File: config.mk
export PLATFORM = sky130hd
export DESIGN_NAME = tcw_ctrl
export DESIGN_NICKNAME = d
export VERILOG_FILES = /design/src/rtl/core/tcw_pkg.sv /design/src/rtl/core/tcw_ctrl.sv
export SDC_FILE = /design/constraint.sdc
export NUM_CORES = 1
export LEC_CHECK = 0
export ABC_AREA = 1
export BUFFER_PORTS_ARGS = -buffer_cell sky130_fd_sc_hd__clkbuf_2
export CORE_AREA = 2 2 39 41
export CTS_CLUSTER_SIZE = 20
export DETAILED_ROUTE_END_ITERATION = 10
export DIE_AREA = 0 0 41 43
export GPL_TIMING_DRIVEN = 0
export PLACE_DENSITY_LB_ADDON = 0.25
export RECOVER_POWER = 50
export SLEW_MARGIN = 20
export SYNTH_ARGS = -nofsm -noshare
export SYNTH_HDL_FRONTEND = slang
export SYNTH_SLANG_ARGS = --single-unit
File: constraint.sdc
create_clock -name clk -period 1.2 [get_ports clk]
set_input_delay 0.12 -clock clk [delete_from_list [all_inputs] [get_ports clk]]
set_output_delay 0.12 -clock clk [all_outputs]
set_load 0.05 [all_outputs]
File: src/rtl/core/tcw_pkg.sv
// Shared types and constants of the text console writer.
package tcw_pkg;

    localparam int FUNC_W   = 2;
    localparam int CHAR_W   = 8;
    localparam int ATTR_W   = 8;
    localparam int POS_W    = 12;
    localparam int CURSOR_W = 11;

    typedef enum logic [FUNC_W-1:0] {
        FUNC_PUT   = 2'd0,
        FUNC_CLEAR = 2'd1,
        FUNC_SET   = 2'd2,
        FUNC_READ  = 2'd3
    } func_t;

    localparam logic [CHAR_W-1:0] CHAR_LF = 8'd10;
    localparam logic [CHAR_W-1:0] CHAR_CR = 8'd13;

    localparam logic [ATTR_W-1:0] FILL_ATTR_RESET = 8'd31;

    typedef enum logic [1:0] {
        SWEEP_INIT,
        SWEEP_CLEAR,
        SWEEP_SCROLL
    } sweep_kind_t;

    typedef struct packed {
        logic        capture;
        logic        put_exec;
        logic        set_apply;
        logic        sweep_run;
        sweep_kind_t sweep_kind;
        logic        scroll_dec;
        logic        result_load;
    } dp_cmd_t;

    typedef struct packed {
        logic div_done;
        logic sweep_last;
        logic scroll_need;
        logic scroll_more;
    } dp_status_t;

endpackage

File: src/rtl/core/tcw_ctrl.sv
// Controller state machine: sequences put, clear, set, read, scroll and the reset sweep.
module tcw_ctrl import tcw_pkg::*; (
    input  logic              clk,
    input  logic              rst_n,
    input  logic              start,
    input  logic [FUNC_W-1:0] func,
    input  dp_status_t        status,
    output dp_cmd_t           cmd,
    output logic              busy,
    output logic              done
);

    typedef enum logic [2:0] {
        S_IDLE,
        S_PUT,
        S_DIV,
        S_SET,
        S_READ,
        S_SWEEP,
        S_DRAIN,
        S_DONE
    } state_t;

    state_t      state_reg;
    state_t      state_next;
    sweep_kind_t kind_reg;
    sweep_kind_t kind_next;
    logic        busy_reg;
    logic        done_reg;
    logic        accept;

    assign accept = start && !busy_reg;

    always_comb
    begin
        state_next     = state_reg;
        kind_next      = kind_reg;
        cmd            = '0;
        cmd.sweep_kind = kind_reg;

        unique case (state_reg)
            S_IDLE:
            begin
                if (accept)
                begin
                    cmd.capture = 1'b1;
                    unique case (func_t'(func))
                        FUNC_PUT:   state_next = S_PUT;
                        FUNC_CLEAR:
                        begin
                            kind_next  = SWEEP_CLEAR;
                            state_next = S_SWEEP;
                        end
                        FUNC_SET:   state_next = S_DIV;
                        FUNC_READ:  state_next = S_READ;
                    endcase
                end
            end
            S_PUT:
            begin
                cmd.put_exec = 1'b1;
                if (status.scroll_need)
                begin
                    kind_next  = SWEEP_SCROLL;
                    state_next = S_SWEEP;
                end
                else
                begin
                    state_next = S_DONE;
                end
            end
            S_DIV:
            begin
                if (status.div_done)
                begin
                    state_next = S_SET;
                end
            end
            S_SET:
            begin
                cmd.set_apply = 1'b1;
                if (status.scroll_need)
                begin
                    kind_next  = SWEEP_SCROLL;
                    state_next = S_SWEEP;
                end
                else
                begin
                    state_next = S_DONE;
                end
            end
            S_READ:
            begin
                state_next = S_DONE;
            end
            S_SWEEP:
            begin
                cmd.sweep_run = 1'b1;
                if (status.sweep_last)
                begin
                    state_next = S_DRAIN;
                end
            end
            S_DRAIN:
            begin
                unique case (kind_reg)
                    SWEEP_INIT:  state_next = S_IDLE;
                    SWEEP_CLEAR: state_next = S_DONE;
                    SWEEP_SCROLL:
                    begin
                        cmd.scroll_dec = 1'b1;
                        state_next     = status.scroll_more ? S_SWEEP : S_DONE;
                    end
                    default:     state_next = S_IDLE;
                endcase
            end
            S_DONE:
            begin
                cmd.result_load = 1'b1;
                state_next      = S_IDLE;
            end
        endcase
    end

    always_ff @(posedge clk or negedge rst_n)
    begin
        if (!rst_n)
        begin
            state_reg <= S_SWEEP;
            kind_reg  <= SWEEP_INIT;
            busy_reg  <= 1'b1;
            done_reg  <= 1'b0;
        end
        else
        begin
            state_reg <= state_next;
            kind_reg  <= kind_next;
            busy_reg  <= state_next != S_IDLE;
            done_reg  <= state_reg == S_DONE;
        end
    end

    assign busy = busy_reg;
    assign done = done_reg;

endmodule

Yosys cells after proc, flatten, opt, wreduce, memory -nomap -nowiden
Index checks and enable logic that the tools add are counted.
- register bits after elaboration: 7
- latch bits: 0
- memory bits (writable): 0
- bits in read-only memories: 0
- input bits: 9
- output and inout bits: 10
- memories kept: 0
- add/sub/neg operators: 0
- multiply operators: 0
- divide/modulo/power cells: 0
- magnitude comparators: 0
- equality and inequality tests: 15
- shifts and indexed selects: 0
- mux-type cells: 20
- bitwise logic cells: 0
- reduce and logical (&&, ||, !) cells: 8
- operator list (cell ; number):
    3-bit case mux with 7 select lines ; 1
    3-bit equality test, second input constant ; 4
    3-bit case mux with 4 select lines ; 1
    2-bit 2-to-1 mux ; 5
    3-bit 2-to-1 mux ; 3
    1-bit 2-to-1 mux ; 8
    2-bit equality test, second input constant ; 3
    3-bit by 2-bit equality test with 1-bit output, second input constant ; 2
    3-bit case mux with 2 select lines ; 1
    2-bit by 1-bit equality test with 1-bit output, second input constant ; 2
    2-bit by 1-bit != test with 1-bit output, second input constant ; 2
    2-bit case mux with 2 select lines ; 1
    4-bit AND reduction ; 1
    3-bit by 1-bit equality test with 1-bit output, second input constant ; 1
    3-bit zero test ; 1
    3-bit nonzero test ; 1
    2-bit zero test ; 1
    2-bit != test, second input constant ; 1
    2-bit nonzero test ; 1
    2-bit OR reduction ; 1
    1-bit logical AND ; 1
    1-bit zero test ; 1

Depth between registers and ports, before layout
Gate-level depths: netlist of the first run.
- depth in word-level cells: 5
- gate-level depth with buffers: 8
- mapped depth without buffers: 8

Least setup slack after synthesis of the first run
Ideal clock, no wire load.
- path type: register to register
- start point: reg state_reg[2]
- end point: reg done_reg, in the netlist done
- setup time: 245 ps
- data arrival time: 1757 ps
- path slack: -802 ps
- stages on the path, launching flop included: 3
- period minus slack after synthesis: 2002 ps
- cells stage by stage: dfstp_2 > inv_2 > nor3_1
- cells in the longest elaborated chain, start to end: 1
- RTL lines (what ; line ; source):
    start, declared ; tcw_ctrl.sv:24 ; state_t state_reg;
    start signal, assigned ; tcw_ctrl.sv:136 ; state_reg <= state_next;
    3-bit equality test ; tcw_ctrl.sv:139 ; done_reg <= state_reg == S_DONE;
    end signal, assigned ; tcw_ctrl.sv:132 ; done_reg <= 1'b0;
    end signal, assigned ; tcw_ctrl.sv:139 ;
    end, declared ; tcw_ctrl.sv:29 ; logic done_reg;
Every way passes these cells.
A chain may end at the register's enable or synchronous reset.

==> summary.txt, run 1 <==
Result of the run - finished, violations left
Failing checks - negative setup slack
CTS Buf Count - 3
Synth cell types - 16
Flops & latches, synth - 7
Largest net degree at the start of global routing - 8
Setup_tns - -1659 ps
Placeable Area - 1384 µm²
Top cells by area, synth - dfrtp_1 22%, dfstp_2 17%, inv_1 11%, nor2_1 11%, nand3_1 6.5%
Cell Chain, Critical Path - inv_4 -> nor3_4 -> buf_8
Slowest stage delay, CP - 580 ps
Static Leak - 0.4141 nW
Starting density of the core - 0.3318
Synth Area per Inst - 7.064 µm²
Max Cap Viol - 0
Post-Syn Nets - 76
Gate Count Post-Synth - 65
Worst EP arrival - 1290 ps
Latest clock arrival within the worst-skew pair - 250 ps
Vias - 503
Hold Crit Class - input pin to register
Antenna cells - 0
Area growth, synth to finish - 75.48%
Slowest-stage cell, CP - dfstp_2
Antenna viol nets, final - 0
Drt pass-1 iters - 4
Io pins - 19
Cell Pwr Density - 2891 nW/µm²
Setup-failing EPs final - 12
Slew @ Worst Pin - 366.6 ps
Crit Path Max Fanout - 5
Clock Skew - 0.2371 ps
Share of layout cells above drive strength 1 - 0.6316
Final period utilization - 1.174
Tmin final - 1409 ps
Core Rows - 14
Nature of the critical path endpoint - output pin
Setup crit start - state_reg[0]$_DFF_PN1_
Upper clock frequency limit - 709.6 MHz
Util after Layout - 0.5823
Remaining Overflow, GRT - 0
Die Wd - 41 µm
Synth Cell Area - 459.2 µm²
GRT Overall Usage - 0.1713
Final-report hold violation count - 0
Die area - 1763 µm²
VDD IR max - 1432 µV
Slew margin rel. - 0.7556
Sequential fraction of the synthesis area - 0.3896
Port Buf Inserts - 18
Post-DP Area - 608.1 µm²
Drt drc - 0
Maximum root-to-sink buffer count - 2
PnR worst setup slack - -209.2 ps
Depth of the CTS H-tree - 1
Yosys top cell area share - 0.2180
Design area - 805.8 µm²
Antenna violations before repair - 0
Routed vias/inst - 4.532
Routed wire length - 1.199 mm
Global placement routability congestion - 0.7615
Pre-CTS WS - -82.57 ps
Vias in the first global route - 505
Final net count - 107
Yosys top cell by area - dfrtp_1
Cell family with most CP delay - flip-flops
Routed len/inst - 10.80 µm
Hold Crit Start - func[1]
Worst path required time - 1080 ps
Crit path kind - register to output pin
Max Slew Vio Count - 0
Initial DRC count - 10
CP Launch Type - register
Total power - 0.002330 W
CTS root buffer - clkbuf_4
Placed wire-length estimate - 815 µm
Critical R2R Launch - state_reg[0]$_DFF_PN1_
RSZ-0062 raised after global routing - true
Clk slew on worst S/H paths - 50 ps
CTS tree - built
Clk sink count - 7
Largest register FFs - 3
First-pass GRT wire length - 2.001 mm
Critical path buffers and inverters - 2
Yosys warns - 0
Die Ht - 43 µm
-- metrics by stage --
step	hold slack, ps	std cells
global route	223.7	111
detailed placement	-37.82	99
CTS	171.0	110
floorplan	-175.6	65
global placement	-40.43	99
finish	182.8	111
-- cells in the mapped netlist --
library cell / number
nand2_1: 8
nor3_1: 1
nand2_2: 2
inv_1: 13
nand3_1: 6
nand4_1: 1
o21ai_1: 1
o21ai_0: 1
o21bai_1: 1
nand3_2: 2
nor2_1: 13
inv_2: 3
ha_1: 2
nor2_2: 4
dfstp_2: 3
dfrtp_1: 4
-- layout make-up --
| class | instances | area, µm² |
|---|---|---|
| clock buffers | 4 | 26.28 |
| fillers | 130 | 578.1 |
| inverters | 16 | 62.56 |
| multi-input cells | 42 | 290.3 |
| flip-flops and latches | 7 | 182.7 |
| well taps | 16 | 20.02 |
| repair buffers | 26 | 224.0 |
-- power by group --
group	internal (W)	total (W)	leakage [nW]	switching [W]
Combinational	0.000634	0.00161	0.322	0.000977
Sequential	0.000375	0.000510	0.0771	0.000135
Clock	0.000127	0.000209	0.0150	0.0000827
Total	0.00114	0.00233	0.414	0.00119
-- final timing paths --
path / end / slack (ps) / cells after the start
min reg2reg: done$_DFF_PN0_ / 590 / 2
max: cmd[0] / -210 / 3
max in group asynchronous: busy$_DFF_PN1_ / 600 / 2
max reg2reg: busy$_DFF_PN1_ / -140 / 8
min: state_reg[0]$_DFF_PN1_ / 180 / 4
min in group asynchronous: done$_DFF_PN0_ / 300 / 2
-- worst min-delay path, cell delays in order --
cell and delay, ps:
clkbuf_2 100, nor2_1 50, nor2_2 110, inv_1 50
-- cells in the final DEF, fill, tap and decap left out, types with 2 or more instances in the layout --
cell type	instances
buf_4	5
buf_8	3
clkbuf_1	2
clkbuf_2	10
clkbuf_4	3
clkbuf_8	3
dfrtp_2	3
dfstp_2	3
inv_1	8
inv_2	7
nand2_1	7
nand2_2	2
nand3_1	5
nand3_2	3
nor2_1	8
nor2_2	6
nor2_4	3
-- cells by family after synthesis --
logic type | Yosys count | share of synthesized area
and+or+nand+nor | 37 | 0.3869
buffers and inverters | 16 | 0.1308
DFF | 7 | 0.3897
AOI/OAI and AO/OA | 3 | 0.03813
adders and majority gates | 2 | 0.05449
-- routing by layer --
layer  vias to the layer above  GRT usage  wire [µm]  part of all wire
met5                         -          0          0                 0
met4                         0     0.1000          0                 0
met3                         0    0.03141         47             0.039
met2                        11     0.2813        686              0.57
met1                       237     0.1926        465              0.39
li1                        255          -          -                 -
-- repair_timing --
item | in CTS | in global routing
hold buffers | 1 | 0
resized for setup | 21 | 8
pin swaps | 9 | 0
endpoints found under the hold margin | 7 | 0
cloned | 0 | 0
buffers inserted | 6 | 1
endpoints found under the setup margin | 9 | 13
Power figures use the tool's default switching activity.
==> inputs of run 2 (changes only) <==
CTS_CLUSTER_DIAMETER = 50   (was not set)
SETUP_SLACK_MARGIN = 0.2   (was not set)
==> run 2 against run 1 <==
Effect of this change: the run still ends with negative setup slack left; clock skew about the same; sequential share of layout area decreased by 1.7 points; clock-buffer cell count stayed put; cell count increased by 0.90%; first-iteration DRC count rose by 10%; cell area grew 7.9%; utilization grew 4.6 points; die area stayed put; clock power hardly changed; combinational power increased by 9%; critical endpoint is now cmd[1]; largest cell class unchanged.
==> summary.txt, run 2 (synthesis results as in run 1) <==
Pre-CTS WS - -85.93 ps
Commonest non-fill, non-tap cell in the layout - inv_1
Die Ht - 43 µm
Drt drc - 0
Remaining Overflow, GRT - 0
DR WL met3 - 36 µm
Core Rows - 14
Tmin final - 1423 ps
Largest net degree at the start of global routing - 8
Placeable Area - 1384 µm²
Max Cap Viol - 0
Hold path depth - 4
Total power - 0.002511 W
CTS tree - built
Die area - 1763 µm²
Upper clock frequency limit - 702.7 MHz
RSZ-0062 raised after global routing - true
Setup-failing EPs final - 12
Area growth, synth to finish - 89.37%
Static Leak - 0.4493 nW
Cell Pwr Density - 2888 nW/µm²
WP depth - 4
Clk sink count - 7
Cell Chain, Critical Path - buf_4 -> nand3_4 -> nor2_4 -> buf_8
Starting density of the core - 0.3318
Slew @ Worst Pin - 358.1 ps
PnR worst setup slack - -223.0 ps
Antenna cells - 0
Latest clock arrival within the worst-skew pair - 240 ps
Util after Layout - 0.6284
CTS root buffer - clkbuf_4
Cell family with most CP delay - flip-flops
VDD IR max - 1522 µV
Largest register FFs - 3
Depth of the CTS H-tree - 1
Hold WS - 199.2 ps
Setup_tns - -1787 ps
Vias in the first global route - 461
Port Buf Inserts - 18
Clk slew on worst S/H paths - 50 ps
Hold Crit Class - input pin to register
FILL cells - 122
Final net count - 108
Routed len/inst - 10.19 µm
Final period utilization - 1.186
Die Wd - 41 µm
Failing checks - negative setup slack
First-pass GRT wire length - 1.945 mm
Clock Skew - 0.5640 ps
Vias - 514
CTS Buf Count - 3
Antenna viol nets, final - 0
Area of the multi-input gates - 301.5 µm²
Placed wire-length estimate - 792 µm
Crit Path Max Fanout - 4
Routed vias/inst - 4.589
Met2 routed WL - 614 µm
Worst EP arrival - 1300 ps
Io pins - 19
Share of layout cells above drive strength 1 - 0.6146
Maximum root-to-sink buffer count - 2
Final-report hold violation count - 0
Slew margin rel. - 0.7613
Global placement routability congestion - 0.7132
Routed wire length - 1.141 mm
Critical path buffers and inverters - 2
Initial DRC count - 11
Drt pass-1 iters - 2
GRT Overall Usage - 0.1638
Most frequent cells in the layout - 10 x inv_1, 7 x nor2_2, 7 x nor2_1, 7 x clkbuf_2
Highest metal used - met3
Max Slew Vio Count - 0
Slowest stage delay, CP - 590 ps
Nature of the critical path endpoint - output pin
Slowest-stage cell, CP - dfstp_2
Metal-1 WL - 491 µm
CP Launch Type - register
R2r worst-path depth - 8
Result of the run - finished, violations left
Antenna violations before repair - 0
Worst path required time - 1080 ps
Crit path kind - register to output pin
Reg area - 182.7 µm²
run 2: what timing repair did:
| item | 4_1_cts | 5_1_grt |
|---|---|---|
| endpoints found under the hold margin | 7 | 0 |
| pin swaps | 7 | 3 |
| setup buffers | 5 | 3 |
| resized for setup | 26 | 13 |
| setup endpoints to repair | 15 | 16 |
| hold buffers | 1 | 0 |
run 2: worst paths after layout:
check                                        start                      end  slack (ps)
max                         state_reg[2]$_DFF_PN1_                   cmd[1]        -220
min                                        func[1]   state_reg[0]$_DFF_PN1_         200
max reg2reg                 state_reg[2]$_DFF_PN1_  kind_reg[1]$_DFFE_PN0P_        -180
min reg2reg                kind_reg[0]$_DFFE_PN0P_  kind_reg[0]$_DFFE_PN0P_         630
max in group asynchronous                    rst_n   state_reg[0]$_DFF_PN1_         600
min in group asynchronous                    rst_n   state_reg[1]$_DFF_PN0_         300
run 2: metrics by stage:
stage	cells	area (µm²)
finish	112	869.6
global route	112	869.6
CTS	109	815.8
detailed placement	99	630.6
global placement	99	630.6
floorplan	65	520.5
run 2: report_power, final:
| part | internal (W) | switching [W] | total [W] |
|---|---|---|---|
| Combinational | 0.000743 | 0.00101 | 0.00176 |
| Sequential | 0.000377 | 0.000173 | 0.000549 |
| Clock | 0.000126 | 0.0000795 | 0.000206 |
run 2: tightest hold or removal path: stages:
cell and delay [ps]:
clkbuf_2 110, nor2_1 50, nor2_2 110, inv_1 40
run 2: routing by layer:
metal	up-vias	global-route usage
met5	-	0
met2	7	0.2500
met4	0	0.08000
met3	0	0.03665
met1	244	0.2081
li1	263	-
run 2: layout make-up:
| cell class | count | share of cell area |
|---|---|---|
| Timing Repair Buffer | 27 | 0.3122 |
| Tap cell | 16 | 0.02302 |
| Inverter | 16 | 0.07770 |
| Sequential cell | 7 | 0.2101 |
| Multi-Input combinational cell | 42 | 0.3468 |
| Clock buffer | 4 | 0.03022 |
